--- src/rtl/biq_pkg.sv ---
// ----------------------------------------------------------------------------
// biq_pkg
// Shared types and constants for the fixed-point biquad filter.
// ----------------------------------------------------------------------------
package biq_pkg;

  localparam int unsigned SAMPLE_W  = 16;
  localparam int unsigned COEF_W    = 16;
  localparam int unsigned ACC_W     = 32;
  localparam int unsigned CFG_IDX_W = 3;

  // Output is bits [29:14] of the wrapped sum (sum << 2, upper half).
  localparam int unsigned OUT_LSB   = 14;

  typedef logic signed [SAMPLE_W-1:0]  sample_t;
  typedef logic signed [COEF_W-1:0]    coef_t;
  typedef logic signed [ACC_W-1:0]     acc_t;
  typedef logic        [CFG_IDX_W-1:0] cfg_idx_t;

  // Register map
  localparam cfg_idx_t REG_COEF_FF0 = 3'd0;
  localparam cfg_idx_t REG_COEF_FF1 = 3'd1;
  localparam cfg_idx_t REG_COEF_FF2 = 3'd2;
  localparam cfg_idx_t REG_COEF_FB1 = 3'd3;
  localparam cfg_idx_t REG_COEF_FB2 = 3'd4;

  // Reset values (Q14: 16384 is unity gain)
  localparam coef_t COEF_FF0_RST = 16'sd16384;
  localparam coef_t COEF_ZERO    = 16'sd0;

  typedef struct packed {
    coef_t ff0;
    coef_t ff1;
    coef_t ff2;
    coef_t fb1;
    coef_t fb2;
  } coef_set_t;

  typedef struct packed {
    sample_t x1;
    sample_t x2;
    sample_t y1;
    sample_t y2;
  } hist_t;

endpackage

--- src/rtl/biq_if.sv ---
// ----------------------------------------------------------------------------
// biq_if
// Handshake channels of the biquad filter: sample in, sample out, config.
// ----------------------------------------------------------------------------
interface biq_in_if;
  logic             valid;
  logic             ready;
  biq_pkg::sample_t sample_in;

  modport source (output valid, output sample_in, input ready);
  modport sink   (input valid, input sample_in, output ready);
endinterface

interface biq_out_if;
  logic             valid;
  logic             ready;
  biq_pkg::sample_t sample_out;

  modport source (output valid, output sample_out, input ready);
  modport sink   (input valid, input sample_out, output ready);
endinterface

interface biq_cfg_if;
  logic              valid;
  logic              ready;
  biq_pkg::cfg_idx_t index;
  biq_pkg::coef_t    data;

  modport source (output valid, output index, output data, input ready);
  modport sink   (input valid, input index, input data, output ready);
endinterface

--- src/rtl/biq_coef_regs.sv ---
// ----------------------------------------------------------------------------
// biq_coef_regs
// Coefficient register file, written over the config channel.
// ----------------------------------------------------------------------------
module biq_coef_regs (
  input  logic                clk_i,
  input  logic                rst_ni,
  biq_cfg_if.sink             cfg_i,
  output biq_pkg::coef_set_t  coef_o
);

  biq_pkg::coef_set_t coef_q, coef_d;

  assign cfg_i.ready = 1'b1;

  always_comb begin
    coef_d = coef_q;
    if (cfg_i.valid) begin
      unique case (cfg_i.index)
        biq_pkg::REG_COEF_FF0: coef_d.ff0 = cfg_i.data;
        biq_pkg::REG_COEF_FF1: coef_d.ff1 = cfg_i.data;
        biq_pkg::REG_COEF_FF2: coef_d.ff2 = cfg_i.data;
        biq_pkg::REG_COEF_FB1: coef_d.fb1 = cfg_i.data;
        biq_pkg::REG_COEF_FB2: coef_d.fb2 = cfg_i.data;
        default: ; // unmapped index: write dropped
      endcase
    end
  end

  always_ff @(posedge clk_i or negedge rst_ni) begin
    if (!rst_ni) begin
      coef_q.ff0 <= biq_pkg::COEF_FF0_RST;
      coef_q.ff1 <= biq_pkg::COEF_ZERO;
      coef_q.ff2 <= biq_pkg::COEF_ZERO;
      coef_q.fb1 <= biq_pkg::COEF_ZERO;
      coef_q.fb2 <= biq_pkg::COEF_ZERO;
    end else begin
      coef_q <= coef_d;
    end
  end

  assign coef_o = coef_q;

endmodule

--- src/rtl/biq_mac.sv ---
// ----------------------------------------------------------------------------
// biq_mac
// Five 16x16 products, wrapped 32-bit sum, output slice [29:14].
// ----------------------------------------------------------------------------
module biq_mac (
  input  biq_pkg::sample_t   x_i,
  input  biq_pkg::hist_t     hist_i,
  input  biq_pkg::coef_set_t coef_i,
  output biq_pkg::sample_t   y_o
);

  biq_pkg::sample_t x1, x2, y1, y2;
  biq_pkg::coef_t   ff0, ff1, ff2, fb1, fb2;
  biq_pkg::acc_t    p_ff0, p_ff1, p_ff2, p_fb1, p_fb2;
  biq_pkg::acc_t    acc;

  // unpack into signed locals so the products stay signed
  assign x1  = hist_i.x1;
  assign x2  = hist_i.x2;
  assign y1  = hist_i.y1;
  assign y2  = hist_i.y2;
  assign ff0 = coef_i.ff0;
  assign ff1 = coef_i.ff1;
  assign ff2 = coef_i.ff2;
  assign fb1 = coef_i.fb1;
  assign fb2 = coef_i.fb2;

  assign p_ff0 = biq_pkg::acc_t'(x_i) * biq_pkg::acc_t'(ff0);
  assign p_ff1 = biq_pkg::acc_t'(x1)  * biq_pkg::acc_t'(ff1);
  assign p_ff2 = biq_pkg::acc_t'(x2)  * biq_pkg::acc_t'(ff2);
  assign p_fb1 = biq_pkg::acc_t'(y1)  * biq_pkg::acc_t'(fb1);
  assign p_fb2 = biq_pkg::acc_t'(y2)  * biq_pkg::acc_t'(fb2);

  // wraps mod 2^32, no saturation
  assign acc = p_ff0 + p_ff1 + p_ff2 - p_fb1 - p_fb2;

  assign y_o = acc[biq_pkg::OUT_LSB +: biq_pkg::SAMPLE_W];

endmodule

--- src/rtl/biquad_fixed_point_filter.sv ---
// ----------------------------------------------------------------------------
// biquad_fixed_point_filter
// Direct form I biquad on signed 16-bit samples with Q14 coefficients.
// ----------------------------------------------------------------------------
//
//  Channel | Dir | Payload                     | Handshake
//  --------+-----+-----------------------------+------------------
//  in_i    | in  | sample_in  (s16)            | valid / ready
//  out_o   | out | sample_out (s16)            | valid / ready
//  cfg_i   | in  | index (3b), data (s16)      | valid / ready (always 1)
//
//  One item per cycle sustained while out_o is not stalled; an accepted item
//  passes the input register, then the result register. The feedback loop
//  (history regs -> five multiplies -> sum) is combinational from register
//  to register, which sets the rate.
//  Reset clears history and valid flags and loads the coefficient defaults.
//  A stalled output holds its item; one more item waits in the input
//  register, then in_i.ready drops until the output is taken.
//
module biquad_fixed_point_filter (
  input  logic       clk_i,
  input  logic       rst_ni,
  biq_in_if.sink     in_i,
  biq_out_if.source  out_o,
  biq_cfg_if.sink    cfg_i
);

  // --------------------------------------------------------------------------
  // Coefficients
  // --------------------------------------------------------------------------
  biq_pkg::coef_set_t coef;

  biq_coef_regs u_coef_regs (
    .clk_i  (clk_i),
    .rst_ni (rst_ni),
    .cfg_i  (cfg_i),
    .coef_o (coef)
  );

  // --------------------------------------------------------------------------
  // Input register
  // --------------------------------------------------------------------------
  logic             in_vld_q, in_vld_d;
  logic             out_vld_q, out_vld_d;
  biq_pkg::sample_t x_q;
  logic             in_fire;
  logic             adv;        // input register item moves to output reg
  logic             out_free;   // output reg empty or being drained

  assign out_free   = !out_vld_q || out_o.ready;
  assign adv        = in_vld_q && out_free;
  assign in_i.ready = !in_vld_q || adv;
  assign in_fire    = in_i.valid && in_i.ready;

  always_comb begin
    in_vld_d = in_vld_q;
    if (in_fire)  in_vld_d = 1'b1;
    else if (adv) in_vld_d = 1'b0;
  end

  always_ff @(posedge clk_i or negedge rst_ni) begin
    if (!rst_ni) begin
      in_vld_q <= 1'b0;
    end else begin
      in_vld_q <= in_vld_d;
    end
  end

  always_ff @(posedge clk_i) begin
    if (in_fire) begin
      x_q <= in_i.sample_in;
    end
  end

  // --------------------------------------------------------------------------
  // Datapath. History only moves when an item leaves the input register,
  // so the next item always sees the outputs of the one before it.
  // --------------------------------------------------------------------------
  biq_pkg::hist_t   hist_q, hist_d;
  biq_pkg::sample_t y_c;

  biq_mac u_mac (
    .x_i    (x_q),
    .hist_i (hist_q),
    .coef_i (coef),
    .y_o    (y_c)
  );

  always_comb begin
    hist_d = hist_q;
    if (adv) begin
      hist_d.x2 = hist_q.x1;
      hist_d.x1 = x_q;
      hist_d.y2 = hist_q.y1;
      hist_d.y1 = y_c;
    end
  end

  always_ff @(posedge clk_i or negedge rst_ni) begin
    if (!rst_ni) begin
      hist_q <= '0;
    end else begin
      hist_q <= hist_d;
    end
  end

  // --------------------------------------------------------------------------
  // Output register
  // --------------------------------------------------------------------------
  biq_pkg::sample_t out_sample_q;

  always_comb begin
    out_vld_d = out_vld_q;
    if (adv)              out_vld_d = 1'b1;
    else if (out_o.ready) out_vld_d = 1'b0;
  end

  always_ff @(posedge clk_i or negedge rst_ni) begin
    if (!rst_ni) begin
      out_vld_q <= 1'b0;
    end else begin
      out_vld_q <= out_vld_d;
    end
  end

  always_ff @(posedge clk_i) begin
    if (adv) begin
      out_sample_q <= y_c;
    end
  end

  assign out_o.valid      = out_vld_q;
  assign out_o.sample_out = out_sample_q;

  // --------------------------------------------------------------------------
  // Assertions
  // --------------------------------------------------------------------------
  // input side only stalls when both registers are full and output is stuck
  a_stall_cause: assert property (@(posedge clk_i) disable iff (!rst_ni)
    !in_i.ready |-> (in_vld_q && out_vld_q && !out_o.ready))
    else $error("input stalled without a full, blocked pipeline");

  // history shifts exactly the item that left the input register
  a_hist_shift: assert property (@(posedge clk_i) disable iff (!rst_ni)
    adv |=> (hist_q.x1 == $past(x_q)) && (hist_q.x2 == $past(hist_q.x1)))
    else $error("input history did not shift with the item");

  // result register and feedback history carry the same value
  a_fb_match: assert property (@(posedge clk_i) disable iff (!rst_ni)
    adv |=> (out_sample_q == hist_q.y1) && out_vld_q)
    else $error("output and feedback history disagree");

  // history frozen when no item advances
  a_hist_hold: assert property (@(posedge clk_i) disable iff (!rst_ni)
    !adv |=> $stable(hist_q))
    else $error("history changed without an item");

endmodule

--- src/flat_wrapper.sv ---
// flat-port wrapper written by rule: the top's interface ports become plain ports
module biquad_fixed_point_filter_flat 
  (clk_i, rst_ni, in_i_valid, in_i_sample_in, in_i_ready, out_o_valid, out_o_sample_out, out_o_ready, cfg_i_valid, cfg_i_index, cfg_i_data, cfg_i_ready);
  biq_in_if in_i_i ();
  biq_out_if out_o_i ();
  biq_cfg_if cfg_i_i ();
  input  logic clk_i;
  input  logic rst_ni;
  input wire logic [$bits(in_i_i.valid)-1:0] in_i_valid;
  input wire logic [$bits(in_i_i.sample_in)-1:0] in_i_sample_in;
  output wire logic [$bits(in_i_i.ready)-1:0] in_i_ready;
  output wire logic [$bits(out_o_i.valid)-1:0] out_o_valid;
  output wire logic [$bits(out_o_i.sample_out)-1:0] out_o_sample_out;
  input wire logic [$bits(out_o_i.ready)-1:0] out_o_ready;
  input wire logic [$bits(cfg_i_i.valid)-1:0] cfg_i_valid;
  input wire logic [$bits(cfg_i_i.index)-1:0] cfg_i_index;
  input wire logic [$bits(cfg_i_i.data)-1:0] cfg_i_data;
  output wire logic [$bits(cfg_i_i.ready)-1:0] cfg_i_ready;
  assign in_i_i.valid = in_i_valid;
  assign in_i_i.sample_in = in_i_sample_in;
  assign in_i_ready = in_i_i.ready;
  assign out_o_valid = out_o_i.valid;
  assign out_o_sample_out = out_o_i.sample_out;
  assign out_o_i.ready = out_o_ready;
  assign cfg_i_i.valid = cfg_i_valid;
  assign cfg_i_i.index = cfg_i_index;
  assign cfg_i_i.data = cfg_i_data;
  assign cfg_i_ready = cfg_i_i.ready;
  biquad_fixed_point_filter u_core (.clk_i(clk_i), .rst_ni(rst_ni), .in_i(in_i_i), .out_o(out_o_i), .cfg_i(cfg_i_i));
endmodule
--- config.mk ---
export PLATFORM = sky130hd
export DESIGN_NAME = biquad_fixed_point_filter_flat
export DESIGN_NICKNAME = d
export VERILOG_FILES = /design/src/rtl/biq_pkg.sv /design/src/rtl/biq_if.sv /design/src/rtl/biq_coef_regs.sv /design/src/rtl/biq_mac.sv /design/src/rtl/biquad_fixed_point_filter.sv /design/src/flat_wrapper.sv
export SDC_FILE = /design/constraint.sdc
export NUM_CORES = 2
export LEC_CHECK = 0
export BUFFER_PORTS_ARGS = -buffer_cell sky130_fd_sc_hd__buf_2
export CAP_MARGIN = 25
export CORE_ASPECT_RATIO = 0.7
export CORE_MARGIN = 4
export CORE_UTILIZATION = 60
export CTS_CLUSTER_SIZE = 12
export DETAILED_ROUTE_END_ITERATION = 12
export HOLD_SLACK_MARGIN = 0.06
export PLACE_DENSITY = 0.76
export SETUP_SLACK_MARGIN = 0.02
export SLEW_MARGIN = 20
export SYNTH_ARGS = -nofsm -noshare
export SYNTH_HDL_FRONTEND = slang
export SYNTH_HIERARCHICAL = 1
export SYNTH_SLANG_ARGS = --single-unit
--- constraint.sdc ---
create_clock -name clk_i -period 8.9 [get_ports clk_i]
set_input_delay 0.89 -clock clk_i [delete_from_list [all_inputs] [get_ports clk_i]]
set_output_delay 0.89 -clock clk_i [all_outputs]
set_load 0.01 [all_outputs]
==> metrics.md <==
| Metric | Value |
|---|---|
| Clock skew | `0.02079 ns` |
| Slowest stage cell, crit path | `dfrtp_1` |
| Synth Register Bits | `178` |
| Arrival @ worst endpoint | `9.05 ns` |
| Clk_lat worst skew | `0.53 ns` |
| GRT Resource Usage Total | `0.3202` |
| Reg area | `4697 um2` |
| Actual slew at the worst max-slew pin | `1.081 ns` |
| Die Y-Extent | `258.3 um` |
| Post-synthesis cell type count | `57` |
| Post-route DRC | `0` |
| First-pass GRT wire length | `224.7 mm` |
| Starting DRC count in detailed routing | `2,860` |
| Period minus WS final | `8.641 ns` |
| Syn Inst Count | `5,265` |
| Max_slew headroom | `0.2791` |
| Crit Path Class | `flip-flop to flip-flop` |
| Xor/xnor share of the synthesized area | `0.01745` |
| CP most frequent cell | `fa_1` |
| Initial antenna violation count | `1` |
| Max Cap Viol | `0` |
| Finished Cell Area | `56,630 um2` |
| Final worst slack | `0.2588 ns` |
| Ys Warns | `6` |
| Post-Syn Nets | `7,040` |
| CTS Root Buffer Type | `clkbuf_16` |
| Fillers | `7,023` |
| Area growth, synth to finish | `5.469%` |
| Sink Count | `178` |
| CTS buffer count | `17` |
| Gpl congestion | `0.9735` |
| Sequential share of the synthesized area | `0.08597` |
| Post-DRT Antenna Nets | `0` |
| Diodes inserted | `0` |
| Worst-case clock buffer depth | `2` |
| Pre-CTS setup slack | `0.1264 ns` |
| Placed cell areas | `55,730 um2` |
| Fraction of layout cells with a size suffix above 1 | `0.08985` |
| Vias/cell | `5.409` |
| Slowest Stage Delay on Critical Path | `0.65 ns` |
| Setup crit end kind | `flip-flop` |
| Period utilization | `0.9709` |
| CP Launch Type | `flip-flop` |
| Largest net degree at the start of global routing | `61` |
| DIE WIDTH | `365.5 um` |
| Asr flop ratio synth | `0.8202` |
| Wire length per cell | `21.62 um` |
| DR vias | `35,180` |
| Adder-cell share of the synthesized area | `0.6075` |
| Dpl hpwl | `120.9 mm` |
| Netlist Area Pre-Place | `53,690 um2` |
| Starting Density | `0.6077` |
| Cell Rows | `91` |
| Setup tns final | `0 ns` |
| Vias in the first global route | `39,160` |
| Worst-path clk slew | `0.09 ns` |
| Post-synth EDFFs | `32` |
| F_max | `115.7 MHz` |
| Status | `finished, final reports clean` |
| Max-slew violations | `0` |
| Top-count cell post-synth | `inv_1` |
| Fin. Hold Viols | `0` |
| Number of port buffers | `57` |
| Final setup fails | `0` |
| DIE AREA | `94,410 um2` |
| Post-synth top area share | `0.5418` |
| Synth top area cells | `fa_1 (54%), inv_1 (11%), dfrtp_1 (6.8%)` |
| CTS tree | `done` |
| H-Tree Depth | `4` |
| Mux cell area share after synthesis | `0.03363` |
| Required @ worst endpoint | `9.31 ns` |
| Nets | `7,104` |
| Footprint of the multi-input gates | `42,500 um2` |
| Synth area leader | `fa_1` |
| Hold Path Class | `primary input to asynchronous set/reset pin` |
| Post-Synth Simple-Gate Area | `0.1263` |
| Synth cell count leaders | `inv_1 (1,547), fa_1 (1,453), nand2_1 (627)` |
| CP Max Fanout | `13` |
| Total congestion overflow | `0` |
| # IOs | `59` |
| Routed WL | `140.6 mm` |
| Main synth FF type | `dfrtp_1` |
| Compound-Gate Fraction of Synth Area | `0.005593` |
| Synthesized area per cell | `10.20 um2` |
| DR pass1 iterations | `7` |
| Core footprint | `88,350 um2` |
| Largest family of logic cells by synthesized area | `adder cells` |
-- state kept, by name, summed over array words and instances (netlist names) --
| register | cells |
|---|---|
| u_core/u_coef_regs/coef_o | 80 |
| u_core/out_o.sample_out | 16 |
| u_core/in_vld_q | 1 |
| u_core/hist_q | 64 |
| u_core/out_o.valid | 1 |
| u_core/x_q | 16 |
-- cell type report --
class / instances / share of cell area
Multi-Input combinational cell: 3361 / 0.7505
Inverter: 1547 / 0.1026
Sequential cell: 178 / 0.08294
Timing Repair Buffer: 224 / 0.02819
Tap cell: 1162 / 0.02567
Clock buffer: 20 / 0.007711
Clock inverter: 12 / 0.002342
-- worst max-delay path, delay by kind of cell, from the launching register on --
kind	cells	cell delay [ns]
AOI/OAI and AO/OA	7	1.36
xor gates and xnor gates	1	0.14
adders and majority gates	11	5.26
buffers and inverters	6	0.69
DFF	1	0.65
muxes	1	0.27
and+or+nand+nor	1	0.17
-- repair_timing --
item,CTS,global route
gates resized for setup,0,75
setup endpoints to repair,0,14
buffers inserted,0,20
hold buffers,0,0
-- cell usage in the layout (no fill, tap or decap), drive strengths merged, types with 4 or more instances in the layout --
cell type  count
inv         1548
and2         580
xnor2         88
buf          223
clkbuf        21
fa          1453
dfrtp        145
nor2b         47
nand2        628
clkinv         4
edfxtp        32
o21ai         11
ha           282
nor2          14
nand2b        33
xor2          19
mux2         144
nand3          6
a21oi         11
and3           5
a21o           8
clkinvlp       5
-- path summary, 6_finish.rpt --
kind / slack (ns) / end / from / cells past startpoint
min in group clk_i: 0.55 / u_core/u_coef_regs/coef_o[15] / u_core/u_coef_regs/coef_o[15] / 1
min reg2reg: 0.55 / u_core/u_coef_regs/coef_o[15] / u_core/u_coef_regs/coef_o[15] / 1
max in group asynchronous: 7.13 / u_core/u_coef_regs/coef_o[34] / rst_ni / 2
max reg2reg: 0.26 / u_core/hist_q[29] / u_core/u_coef_regs/coef_o[41] / 27
max: 0.26 / u_core/hist_q[29] / u_core/u_coef_regs/coef_o[41] / 27
min: 0.32 / u_core/u_coef_regs/coef_o[9] / rst_ni / 1
-- kinds of logic (layout without fill, tap and decap cells) --
kind of cell	after synthesis	count (layout)
compound gates	43	43
xor+xnor	107	107
fa+ha+maj	1735	1735
buf+inv	1726	1803
flops	178	178
mux	144	144
other cells	2	2
simple gates	1330	1330
-- per-layer routing --
metal | track usage | wire [um] | vias to the layer above
met1 | 0.4522 | 56220 | 18240
met4 | 0.1206 | 6317 | 4
met5 | 0.005676 | 86 | -
met3 | 0.1083 | 16520 | 241
li1 | - | - | 14820
met2 | 0.4636 | 61480 | 1871
-- metrics by stage --
step,hold WS (ns),cells,util
CTS,0.3039,6484,0.6372
global placement,0.5102,6452,0.6308
global route,0.3299,6504,0.6409
detailed placement,0.5362,6452,0.6308
finish,0.3204,6504,0.6409
floorplan,0.4739,5265,-
Power is not shown: default switching activity piles up to over one toggle a cycle in this logic, so the estimate is an artifact.
